### src/hw/rtl/rtsi_pkg.sv
`timescale 1ns / 1ps
`default_nettype none

package rtsi_pkg;

	localparam int DEF_TABLE_DEPTH = 256;
	localparam int DEF_SAMPLE_BITS = 16;

	localparam int BASE_W    = 16;
	localparam int COUNT_W   = 9;
	localparam int INDEX_W   = 8;
	localparam int READING_W = 16;
	localparam int TEMP_W    = 16;

	localparam logic REG_TEMP_BASE      = 1'b0;
	localparam logic REG_ENTRIES_IN_USE = 1'b1;

	localparam logic CMD_LOAD    = 1'b0;
	localparam logic CMD_CONVERT = 1'b1;

	localparam logic [COUNT_W-1:0] ENTRIES_RESET = 9'd256;

	typedef struct packed {
		logic busy;
		logic done;
	} div_stat_t;

endpackage

`default_nettype wire

### src/hw/rtl/rtsi_div.sv
`timescale 1ns / 1ps
`default_nettype none

module rtsi_div #(
	parameter int NUM_W = 20,
	parameter int DEN_W = 16
) (
	input  wire logic              clk,
	input  wire logic              arst_n,
	input  wire logic              start,
	input  wire logic [NUM_W-1:0]  num,
	input  wire logic [DEN_W-1:0]  den,
	output logic      [NUM_W-1:0]  quo,
	output rtsi_pkg::div_stat_t    stat
);
	import rtsi_pkg::*;

	localparam int CNT_W = $clog2(NUM_W + 1);

	logic             busy_q;
	logic             done_q;
	logic [CNT_W-1:0] cnt_q;
	logic [NUM_W-1:0] quo_q;
	logic [DEN_W:0]   rem_q;
	logic [DEN_W-1:0] den_q;
	logic [DEN_W:0]   rem_sh;
	logic             fits;

	assign rem_sh = {rem_q[DEN_W-1:0], quo_q[NUM_W-1]};
	assign fits   = rem_sh >= {1'b0, den_q};

	always_ff @(posedge clk or negedge arst_n) begin
		if (!arst_n) begin
			busy_q <= 1'b0;
			done_q <= 1'b0;
			cnt_q  <= '0;
		end else begin
			done_q <= !start && busy_q && (cnt_q == CNT_W'(1));
			if (start) begin
				busy_q <= 1'b1;
				cnt_q  <= CNT_W'(NUM_W);
			end else if (busy_q) begin
				cnt_q <= cnt_q - 1'b1;
				if (cnt_q == CNT_W'(1)) begin
					busy_q <= 1'b0;
				end
			end
		end
	end

	always_ff @(posedge clk) begin
		if (start) begin
			quo_q <= num;
			den_q <= den;
			rem_q <= '0;
		end else if (busy_q) begin
			if (fits) begin
				rem_q <= rem_sh - {1'b0, den_q};
			end else begin
				rem_q <= rem_sh;
			end
			quo_q <= {quo_q[NUM_W-2:0], fits};
		end
	end

	assign quo       = quo_q;
	assign stat.busy = busy_q;
	assign stat.done = done_q;

endmodule

`default_nettype wire

### src/hw/rtl/rtd_table_search_interpolate.sv
// Load item: writes one table entry, gives no result.
// Convert item: a sample below the first entry or above the last gives an out of range result;
// otherwise the result follows the binary search over the single table read port and the
// bit-serial divider.
// One item is in work at a time; the next is accepted once the result is registered.
// Reset is asynchronous and active low; the table is not cleared and must be loaded.
`timescale 1ns / 1ps
`default_nettype none

module rtd_table_search_interpolate #(
	parameter int TABLE_DEPTH = rtsi_pkg::DEF_TABLE_DEPTH,
	parameter int SAMPLE_BITS = rtsi_pkg::DEF_SAMPLE_BITS
) (
	input  wire logic        clk,
	input  wire logic        arst_n,
	input  wire logic        psel,
	input  wire logic        penable,
	input  wire logic        pwrite,
	input  wire logic [2:0]  paddr,
	input  wire logic [31:0] pwdata,
	output logic      [31:0] prdata,
	output logic             pready,
	input  wire logic        s_axis_tvalid,
	output logic             s_axis_tready,
	// entry_index [7:0], entry_value [23:8], sample [39:24]
	input  wire logic [39:0] s_axis_tdata,
	// command [0]
	input  wire logic        s_axis_tuser,
	output logic             m_axis_tvalid,
	input  wire logic        m_axis_tready,
	// temperature [15:0]
	output logic [15:0]      m_axis_tdata,
	// out_of_range [0], saturated [1]
	output logic [1:0]       m_axis_tuser
);
	import rtsi_pkg::*;

	localparam int AW   = $clog2(TABLE_DEPTH);
	localparam int SB   = SAMPLE_BITS;
	localparam int NW   = SB + 4;
	localparam int CW   = (AW + 1 > COUNT_W) ? AW + 1 : COUNT_W;
	localparam int MW   = (NW > AW + 4) ? NW : AW + 4;
	localparam int TW   = ((MW > BASE_W) ? MW : BASE_W) + 2;

	localparam logic [3:0] ST_IDLE  = 4'd0;
	localparam logic [3:0] ST_RD0   = 4'd1;
	localparam logic [3:0] ST_CHK0  = 4'd2;
	localparam logic [3:0] ST_CHKL  = 4'd3;
	localparam logic [3:0] ST_PROBE = 4'd4;
	localparam logic [3:0] ST_WAITP = 4'd5;
	localparam logic [3:0] ST_CMPP  = 4'd6;
	localparam logic [3:0] ST_FIN   = 4'd7;
	localparam logic [3:0] ST_WL    = 4'd8;
	localparam logic [3:0] ST_LOC   = 4'd9;
	localparam logic [3:0] ST_HIC   = 4'd10;
	localparam logic [3:0] ST_DIV   = 4'd11;
	localparam logic [3:0] ST_SUM   = 4'd12;

	logic [BASE_W-1:0]  temp_base_q;
	logic [COUNT_W-1:0] entries_q;

	logic [3:0]    state_q;
	logic [SB-1:0] s_q;
	logic [AW-1:0] last_q;
	logic [AW-1:0] idx_q;
	logic [AW-1:0] mask_q;
	logic [AW-1:0] addr_q;
	logic [SB-1:0] rd_data_q;
	logic [SB-1:0] lo_q;
	logic          gt_lo_q;
	logic          oor_q;
	logic [NW-1:0] frac_q;

	logic [15:0]   out_temp_q;
	logic          out_oor_q;
	logic          out_sat_q;
	logic          m_tvalid_q;

	logic [SB-1:0] mem [TABLE_DEPTH];

	logic          cfg_wr;
	logic          in_acc;
	logic          load_wr;
	logic [7:0]    in_eidx;
	logic [SB-1:0] in_eval;
	logic [SB-1:0] in_sample;
	logic [CW-1:0] cnt_ext;
	logic [CW-1:0] cnt_clamp;
	logic [AW-1:0] last_d;
	logic [AW-1:0] probe;
	logic          cmp_lt;
	logic          cmp_eq;
	logic          div_start;
	logic [NW-1:0] div_num;
	logic [NW-1:0] div_quo;
	div_stat_t     div_st;
	logic          out_free;

	logic [AW+3:0]        idx10;
	logic signed [TW-1:0] t_sum;
	logic                 sat_hi;
	logic                 sat_lo;

	assign pready = 1'b1;
	assign cfg_wr = psel && penable && pwrite && pready;

	always_comb begin
		case (paddr[2])
			REG_TEMP_BASE:      prdata = {16'd0, temp_base_q};
			REG_ENTRIES_IN_USE: prdata = {23'd0, entries_q};
			default:            prdata = '0;
		endcase
	end

	always_ff @(posedge clk or negedge arst_n) begin
		if (!arst_n) begin
			temp_base_q <= '0;
			entries_q   <= ENTRIES_RESET;
		end else if (cfg_wr) begin
			case (paddr[2])
				REG_TEMP_BASE:      temp_base_q <= pwdata[BASE_W-1:0];
				REG_ENTRIES_IN_USE: entries_q   <= pwdata[COUNT_W-1:0];
				default: ;
			endcase
		end
	end

	assign in_eidx   = s_axis_tdata[7:0];
	assign in_eval   = SB'(s_axis_tdata[23:8]);
	assign in_sample = SB'(s_axis_tdata[39:24]);

	assign s_axis_tready = (state_q == ST_IDLE);
	assign in_acc        = s_axis_tvalid && s_axis_tready;
	assign load_wr       = in_acc && (s_axis_tuser == CMD_LOAD)
		&& ({24'd0, in_eidx} < 32'(TABLE_DEPTH));

	always_comb begin
		cnt_ext   = CW'(entries_q);
		cnt_clamp = cnt_ext;
		if (cnt_ext < CW'(2)) begin
			cnt_clamp = CW'(2);
		end else if (cnt_ext > CW'(TABLE_DEPTH)) begin
			cnt_clamp = CW'(TABLE_DEPTH);
		end
		last_d = AW'(cnt_clamp - 1'b1);
	end

	always_ff @(posedge clk) begin
		if (load_wr) begin
			mem[AW'(in_eidx)] <= in_eval;
		end
		rd_data_q <= mem[addr_q];
	end

	assign cmp_lt = s_q < rd_data_q;
	assign cmp_eq = s_q == rd_data_q;
	assign probe  = idx_q | mask_q;

	assign div_start = (state_q == ST_HIC) && gt_lo_q && (rd_data_q > lo_q);
	assign div_num   = NW'(({4'd0, s_q - lo_q} << 3) + ({4'd0, s_q - lo_q} << 1));

	rtsi_div #(
		.NUM_W (NW),
		.DEN_W (SB)
	) u_div (
		.clk    (clk),
		.arst_n (arst_n),
		.start  (div_start),
		.num    (div_num),
		.den    (rd_data_q - lo_q),
		.quo    (div_quo),
		.stat   (div_st)
	);

	assign idx10 = ((AW + 4)'(idx_q) << 3) + ((AW + 4)'(idx_q) << 1);
	assign t_sum = TW'(signed'(temp_base_q)) + signed'(TW'(idx10)) + signed'(TW'(frac_q));
	assign sat_hi = t_sum > TW'(32767);
	assign sat_lo = t_sum < -TW'(32768);

	assign out_free = !m_tvalid_q || m_axis_tready;

	always_ff @(posedge clk or negedge arst_n) begin
		if (!arst_n) begin
			m_tvalid_q <= 1'b0;
		end else if ((state_q == ST_SUM) && out_free) begin
			m_tvalid_q <= 1'b1;
		end else if (m_axis_tready) begin
			m_tvalid_q <= 1'b0;
		end
	end

	always_ff @(posedge clk or negedge arst_n) begin
		if (!arst_n) begin
			state_q    <= ST_IDLE;
			mask_q     <= '0;
		end else begin
			case (state_q)
				ST_IDLE: begin
					if (in_acc && (s_axis_tuser == CMD_CONVERT)) begin
						state_q <= ST_RD0;
					end
				end
				ST_RD0:  state_q <= ST_CHK0;
				ST_CHK0: state_q <= cmp_lt ? ST_SUM : ST_CHKL;
				ST_CHKL: begin
					if (!cmp_lt && !cmp_eq) begin
						state_q <= ST_SUM;
					end else begin
						mask_q  <= AW'(1) << (AW - 1);
						state_q <= ST_PROBE;
					end
				end
				ST_PROBE: begin
					if (mask_q == '0) begin
						state_q <= ST_FIN;
					end else if (probe <= last_q) begin
						state_q <= ST_WAITP;
					end else begin
						mask_q <= mask_q >> 1;
					end
				end
				ST_WAITP: state_q <= ST_CMPP;
				ST_CMPP: begin
					if (cmp_eq) begin
						mask_q  <= '0;
						state_q <= ST_SUM;
					end else begin
						mask_q  <= mask_q >> 1;
						state_q <= ST_PROBE;
					end
				end
				ST_FIN:  state_q <= (idx_q == last_q) ? ST_SUM : ST_WL;
				ST_WL:   state_q <= ST_LOC;
				ST_LOC:  state_q <= ST_HIC;
				ST_HIC:  state_q <= div_start ? ST_DIV : ST_SUM;
				ST_DIV: begin
					if (div_st.done) begin
						state_q <= ST_SUM;
					end
				end
				ST_SUM: begin
					if (out_free) begin
						state_q <= ST_IDLE;
					end
				end
				default: state_q <= ST_IDLE;
			endcase
		end
	end

	always_ff @(posedge clk) begin
		case (state_q)
			ST_IDLE: begin
				s_q    <= in_sample;
				last_q <= last_d;
				addr_q <= '0;
				idx_q  <= '0;
				oor_q  <= 1'b0;
				frac_q <= '0;
			end
			ST_RD0:  addr_q <= last_q;
			ST_CHK0: oor_q <= cmp_lt;
			ST_CHKL: oor_q <= !cmp_lt && !cmp_eq;
			ST_PROBE: begin
				if ((mask_q != '0) && (probe <= last_q)) begin
					addr_q <= probe;
				end
			end
			ST_CMPP: begin
				if (cmp_eq || !cmp_lt) begin
					idx_q <= addr_q;
				end
			end
			ST_FIN:  addr_q <= idx_q;
			ST_WL:   addr_q <= AW'(idx_q + 1'b1);
			ST_LOC: begin
				lo_q    <= rd_data_q;
				gt_lo_q <= !cmp_lt && !cmp_eq;
			end
			ST_DIV: begin
				if (div_st.done) begin
					frac_q <= div_quo;
				end
			end
			ST_SUM: begin
				if (out_free) begin
					out_oor_q <= oor_q;
					if (oor_q) begin
						out_temp_q <= '0;
						out_sat_q  <= 1'b0;
					end else if (sat_hi) begin
						out_temp_q <= 16'h7FFF;
						out_sat_q  <= 1'b1;
					end else if (sat_lo) begin
						out_temp_q <= 16'h8000;
						out_sat_q  <= 1'b1;
					end else begin
						out_temp_q <= t_sum[TEMP_W-1:0];
						out_sat_q  <= 1'b0;
					end
				end
			end
			default: ;
		endcase
	end

	assign m_axis_tvalid = m_tvalid_q;
	assign m_axis_tdata  = out_temp_q;
	assign m_axis_tuser  = {out_sat_q, out_oor_q};

	a_oor_clean: assert property (@(posedge clk) disable iff (!arst_n)
		m_axis_tvalid && m_axis_tuser[0] |-> (m_axis_tdata == '0) && !m_axis_tuser[1])
		else $error("out of range result carries a temperature or saturation");

	a_load_silent: assert property (@(posedge clk) disable iff (!arst_n)
		in_acc && (s_axis_tuser == CMD_LOAD) && !m_axis_tvalid |=> !m_axis_tvalid)
		else $error("load item produced a result");

	a_div_owned: assert property (@(posedge clk) disable iff (!arst_n)
		div_st.busy |-> (state_q == ST_DIV))
		else $error("divider running outside the divide step");

	a_mask_onehot: assert property (@(posedge clk) disable iff (!arst_n)
		$onehot0(mask_q))
		else $error("search mask has more than one bit set");

endmodule

`default_nettype wire

### config.mk
export PLATFORM = sky130hd
export DESIGN_NAME = rtd_table_search_interpolate
export DESIGN_NICKNAME = d
export VERILOG_FILES = /design/src/hw/rtl/rtsi_pkg.sv /design/src/hw/rtl/rtsi_div.sv /design/src/hw/rtl/rtd_table_search_interpolate.sv
export SDC_FILE = /design/constraint.sdc
export NUM_CORES = 2
export LEC_CHECK = 0
export BUFFER_PORTS_ARGS = -buffer_cell sky130_fd_sc_hd__buf_2
export CAP_MARGIN = 15
export CORE_ASPECT_RATIO = 1.4
export CORE_MARGIN = 10
export CORE_UTILIZATION = 50
export DETAILED_ROUTE_END_ITERATION = 10
export PLACE_DENSITY = 0.73
export SKIP_LAST_GASP = 1
export SYNTH_ARGS = -nofsm -noshare
export SYNTH_HDL_FRONTEND = slang
export SYNTH_HIERARCHICAL = 1
export SYNTH_SLANG_ARGS = --single-unit
### constraint.sdc
create_clock -name clk -period 5.8 [get_ports clk]
set_input_delay 0.29 -clock clk [delete_from_list [all_inputs] [get_ports clk]]
set_output_delay 0.29 -clock clk [all_outputs]
set_load 0.01 [all_outputs]
# Word level (Yosys, flattened, before mapping)
# Memory sizes are Yosys's and may differ from the RTL's. A register that Yosys moved wholly into a read port is not among the register bits.
# Cells that the tools add are included.
[word_totals]
register_bits = 193
ram_bits = 4096
wordCells = 148
out_inout_bits = 53
memories = 1
[classes]
addsub = 10
n_reduce_logical = 37
mux = 42
eq_ne = 24
magnitude_cmp = 8
bitwise_logic = 3
[mem_list]
columns = ["name", "words", "word_bits", "read_ports", "rd_clocked_by_memory_dff", "wr", "line_no", "source"]
rows = [
  ["mem", 256, 16, 1, 1, 1, "rtd_table_search_interpolate.sv:79", "logic [SB-1:0] mem [TABLE_DEPTH];"],
]
[op_table]
columns = ["op", "count"]
rows = [
  ["$pmux 32 s2", 1],
  ["$mux 20", 3],
  ["$mux 8", 7],
  ["$pmux 4 s13", 1],
  ["$sub 16x16->16", 3],
  ["$pmux 20 s2", 1],
  ["$pmux 8 s5", 1],
  ["$mux 16", 2],
  ["$mux 4", 8],
  ["$pmux 8 s3", 1],
  ["$add 17x21->22", 1],
  ["$gt 22x16->1 const B", 1],
  ["$lt 22x16->1 const B", 1],
  ["$add 19x17->20", 1],
  ["$eq 4x4->1 const B", 5],
  ["$add 16x13->17", 1],
  ["$ge 17x16->1", 1],
  ["$eq 16x16->1", 1],
  ["$eq 4x3->1 const B", 4],
  ["$gt 16x16->1", 1],
  ["$lt 16x16->1", 1],
  ["$pmux 8 s2", 1],
  ["$mux 15", 1],
  ["$add 11x9->12", 1],
  ["other kinds (32)", 75],
]

# Depth between registers and ports, before layout
[depth]
depth_word = 6
depth_mapped = 21

# Cells and area by module
# The synthesis kept the hierarchy.
[modules_own_cells]
columns = ["module", "cells_per_inst", "instances", "area_per_inst_um2"]
rows = [
  ["rtd_table_search_interpolate", 7249, 1, 167176.6],
  ["rtsi_div", 333, 1, 3490.8],
]

# Least setup slack after synthesis
# OpenSTA, ideal clock, no wires.
[synth_path]
kind = "register to register"
start = "reg lo_q[0]"
end = "reg u_div.quo_q[0], in the netlist u_div/quo[0], enable pin"
stages_incl_launch_ff = 12
arrival_ps = 4602
setup_time_ps = 377
required_time_ps = 5423
path_slack_ps = 821
period_less_slack_ps = 4979
cell_sequence = "edfxtp_1 ha_1 fa_1 nor2b_1 o21ai_0 a21boi_0 o21ai_0 a21oi_1 nor2_1 o21ai_0 clkinv_1 nand2_1"
[synth_between]
elab_chain_len = 3
[synth_lines]
columns = ["item", "line_no", "source"]
rows = [
  ["from (decl)", "rtd_table_search_interpolate.sv:69", "logic [SB-1:0] lo_q;"],
  ["from (signal assigned)", "rtd_table_search_interpolate.sv:277", "lo_q <= rd_data_q;"],
  ["$gt 16x16->1", "rtd_table_search_interpolate.sv:159", "assign div_start = (state_q == ST_HIC) && gt_lo_q && (rd_data_q > lo_q);"],
  ["$logic_and 1x1->1", "rtd_table_search_interpolate.sv:159", ""],
  ["via div_start", "rtd_table_search_interpolate.sv:93", "logic div_start;"],
  ["$reduce_bool 2->1 (no source line)", "n/a", ""],
  ["to (signal assigned)", "rtsi_div.sv:53", "quo_q <= num;"],
  ["to (signal assigned)", "rtsi_div.sv:62", "quo_q <= {quo_q[NUM_W-2:0], fits};"],
  ["to (decl)", "rtsi_div.sv:23", "logic [NUM_W-1:0] quo_q;"],
]
# The timed path passes the listed nets, and every way through them passes these cells.
# A chain may end at the register's enable or synchronous reset.

# Final worst setup path
[layout_path]
start = "reg idx_q[3]"
end = "reg out_temp_q[3], in the netlist m_axis_tdata[3] (data pin)"
[layout_between]
elab_chain_len = 6
elab_cells_between_ends = 7
cone_classes = "add/sub (3); order compare (2); mux (2)"
[layout_lines]
columns = ["item", "line_no", "source"]
rows = [
  ["from (decl)", "rtd_table_search_interpolate.sv:65", "logic [AW-1:0] idx_q;"],
  ["from (signal assigned)", "rtd_table_search_interpolate.sv:271", "idx_q <= addr_q;"],
  ["$add 11x9->12 (*)", "rtd_table_search_interpolate.sv:175", "assign idx10 = ((AW + 4)'(idx_q) << 3) + ((AW + 4)'(idx_q) << 1);"],
  ["$add 16x13->17 (*)", "rtd_table_search_interpolate.sv:176", "assign t_sum = TW'(signed'(temp_base_q)) + signed'(TW'(idx10)) + signed'(TW'(frac_q));"],
  ["$add 17x21->22 (*)", "rtd_table_search_interpolate.sv:176", ""],
  ["$lt 22x16->1", "rtd_table_search_interpolate.sv:178", "assign sat_lo = t_sum < -TW'(32768);"],
  ["$mux 16", "rtd_table_search_interpolate.sv:294", "end else if (sat_lo) begin"],
  ["$mux 15 (*)", "rtd_table_search_interpolate.sv:291", "end else if (sat_hi) begin"],
  ["to (signal assigned)", "rtd_table_search_interpolate.sv:298", "out_temp_q <= t_sum[TEMP_W-1:0];"],
  ["to (decl)", "rtd_table_search_interpolate.sv:74", "logic [15:0] out_temp_q;"],
]
# Every way passes the cells marked *; elsewhere a longest branch is shown, timed or not.

==> impl_metrics.ini <==
[cts]
cts_inserted_buffers = 380
cts_tree = built
cts-root-buf = sky130_fd_sc_hd__clkbuf_16
tritoncts_num_sinks = 4305
cts-htree-levels = 5
clk-insertion-delay-late_ns = 0.95
worst_setup_hold_path_clk_slew_ns = 0.07
cts_buffer_depth = 4

[sta]
slew_at_the_pin_closest_to_its_max_slew_limit_ns = 1.31
fin_crit_sh_pct = 93.0
setup-tns-final_ns = 0
grt_setup_unrepaired = false
timing.clock.skew_ns = 0.0471
timing.final.setup_violations = 0
max_slew_violation_count = 0
min_period_ns = 5.40
timing.hold.ws_ns = -0.00292
finalHoldViolCount = 2
fmax_ghz = 0.185
worst_slew_margin_rel_pct = 12.8

[drt]
drt-vias-per-instance = 6.27
first_pass_iters = 7
wl_um = 406000
drt.antenna.violating_nets = 0
drcViolationCount = 0
initialDrtViolationCount = 10200
routedWlPerCell_um = 31.5
vias = 80800

[floorplan]
die_h_um = 711
initial_utilization_pct = 50.2
core_region_area_mm2 = 0.340
num_io_pins = 136
die_width_um = 514
row_count = 253
dieArea_mm2 = 0.365

[grt]
met2_usage_in_global_routing_pct = 37.9
antenna_violations_before_repair = 17
global_route_layer_with_the_greatest_usage = met2
grt-ovfl-total = 0
maximum_number_of_pins_on_one_net_before_global_route_repair = 193
global_routing_usage_on_met3_pct = 3.84
groute.usage.overall_pct = 22.0
grt_pass1_vias = 84000
wire_length_of_the_first_global_routing_pass_um = 597000
m1_gr_usage_pct = 27.3

[finish]
instances_no_fill = 12900
layout_common_cells = 4228 x sky130_fd_sc_hd__edfxtp_1, 1312 x sky130_fd_sc_hd__mux4_2, 390 x sky130_fd_sc_hd__clkbuf_16
n_fill_cell = 23800
final_nets = 8329
syn_to_final_growth_pct = 12.0
mostFrequentLayoutCell = sky130_fd_sc_hd__edfxtp_1
drive_above_1_share_pct = 29.1

[worst_setup_path]
critical_path_buf_inv_count = 2
worst-r2r-setup-slack_ns = 0.40
critical_path.max_fanout = 15
terminus_of_the_critical_flop_to_flop_path = m_axis_tdata[3]
setup.worst_path.end_class = register
r2r-start = idx_q[3]
critical-path-slowest-cell = sky130_fd_sc_hd__or4_1
cp_cell_sequence = inv_1 -> fa_1 -> inv_1 -> a21oi_1 -> o21bai_1 -> a21o_1 -> a21o_1 -> xor2_1 -> fa_1 -> ha_1 -> or3_1 -> o22a_1 -> o31a_2 -> a31oi_1 -> xor2_1 -> or4_1 -> o32a_2 -> a21oi_1
cp.required_ns = 6.57
rr_worst_depth = 18
critical_path_class = register to register
cp_data_arrival_time_ns = 6.17
crit_path_launch_type = register
crit_family = compound AO/OA/AOI/OAI gates
cpPeakStageDelay_ns = 0.51

[logic_synthesis]
synth-warning-count = 6
synthCells = 7581
synth_area_mm2 = 0.171
synthesis.area_per_instance_um2 = 22.5

[min_path]
hp-start = s_axis_tdata[18]
hold_path_end = mem[106][10]
hold-path-cell-count = 1
hp-class = input pin to register

[placement]
hpwl_um = 238000
globalplace.congestion = 0.863
dp_cells = 12100
port_buffers = 100

[pwr]
power-per-cell-area_mw_per_mm2 = 465
p_leak_nw = 60.1
power_w = 0.0889
worst_ir_drop_vdd_uv = 359

[run_status]
violated_checks = negative hold slack
outcome = finished, violations left

[run]
max_cap_violations = 0
## metal layers
| metal | vias up | share of wire [%] | wire (µm) |
|---|---|---|---|
| met3 | 781 | 8.1 | 33000 |
| met5 | - | 0.013 | 51 |
| met2 | 3993 | 52 | 210000 |
| li1 | 33000 | - | - |
| met1 | 43000 | 35 | 141000 |
| met4 | 8 | 5.3 | 21600 |
## what timing repair did
action | 4_1_cts | 5_1_grt
setup endpoints to repair | 0 | 5
hold buffers | 42 | 0
hold endpoints to repair | 371 | 0
gates resized for setup | 0 | 1
setup buffers | 0 | 0
## report_power, final
group	internal, W	switching [W]
Clock	0.0142	0.0111
Sequential	0.0349	0.000586
Combinational	0.0126	0.0156
Total	0.0617	0.0272
## per-stage QoR
stage	instance area, µm²	setup WS (ns)	util [%]
3_5_place_dp	178000	0.378	52.5
4_1_cts	191000	0.330	56.3
6_report	191000	0.404	56.3
3_3_place_gp	178000	0.453	52.5
2_1_floorplan	171000	0.821	-
5_1_grt	191000	0.0686	56.3
## cell type report
type / instances / area, µm² / area share, %
antenna: 10 / 25.0 / 0.0131
clock buffer: 469 / 10100 / 5.30
clock inverter: 221 / 2190 / 1.15
inverter: 127 / 477 / 0.249
multi-input combinational: 2763 / 39500 / 20.7
sequential: 4305 / 129000 / 67.3
tap: 4462 / 5580 / 2.92
timing repair buffer: 528 / 4520 / 2.37
## state kept, by name (all words and copies together), names as in the netlist, 9 cells and up
signal / count
cnt_ext: 9
frac_q: 20
lo_q: 16
m_axis_tdata: 16
mem: 4096
rd_data_q: 16
s_q: 16
temp_base_q: 16
u_div/den_q: 16
u_div/quo: 20
u_div/rem_q: 16
## worst max-delay path by stage
stage                     cells after the start               end     start  slack (ns)
after floorplan                              11      u_div/quo[0]   lo_q[0]        0.82
after global placement                       18   m_axis_tdata[4]  idx_q[3]        0.45
after detailed placement                     18   m_axis_tdata[3]  idx_q[3]        0.38
after CTS                                    18   m_axis_tdata[3]  idx_q[3]        0.33
after global routing                         19  m_axis_tdata[14]  idx_q[3]        0.07
final                                        18   m_axis_tdata[3]  idx_q[3]        0.40
## worst register-to-register path, delay by kind of cell, from the launching register on
kind | cells | cell delay, ns
AOI/OAI and AO/OA | 9 | 2.13
xor gates and xnor gates | 2 | 0.33
adders and majority gates | 3 | 1.17
buffers and inverters | 2 | 0.25
DFF | 1 | 0.50
and+or+nand+nor | 2 | 0.89
Note: power is estimated with default switching activity, not from simulation.
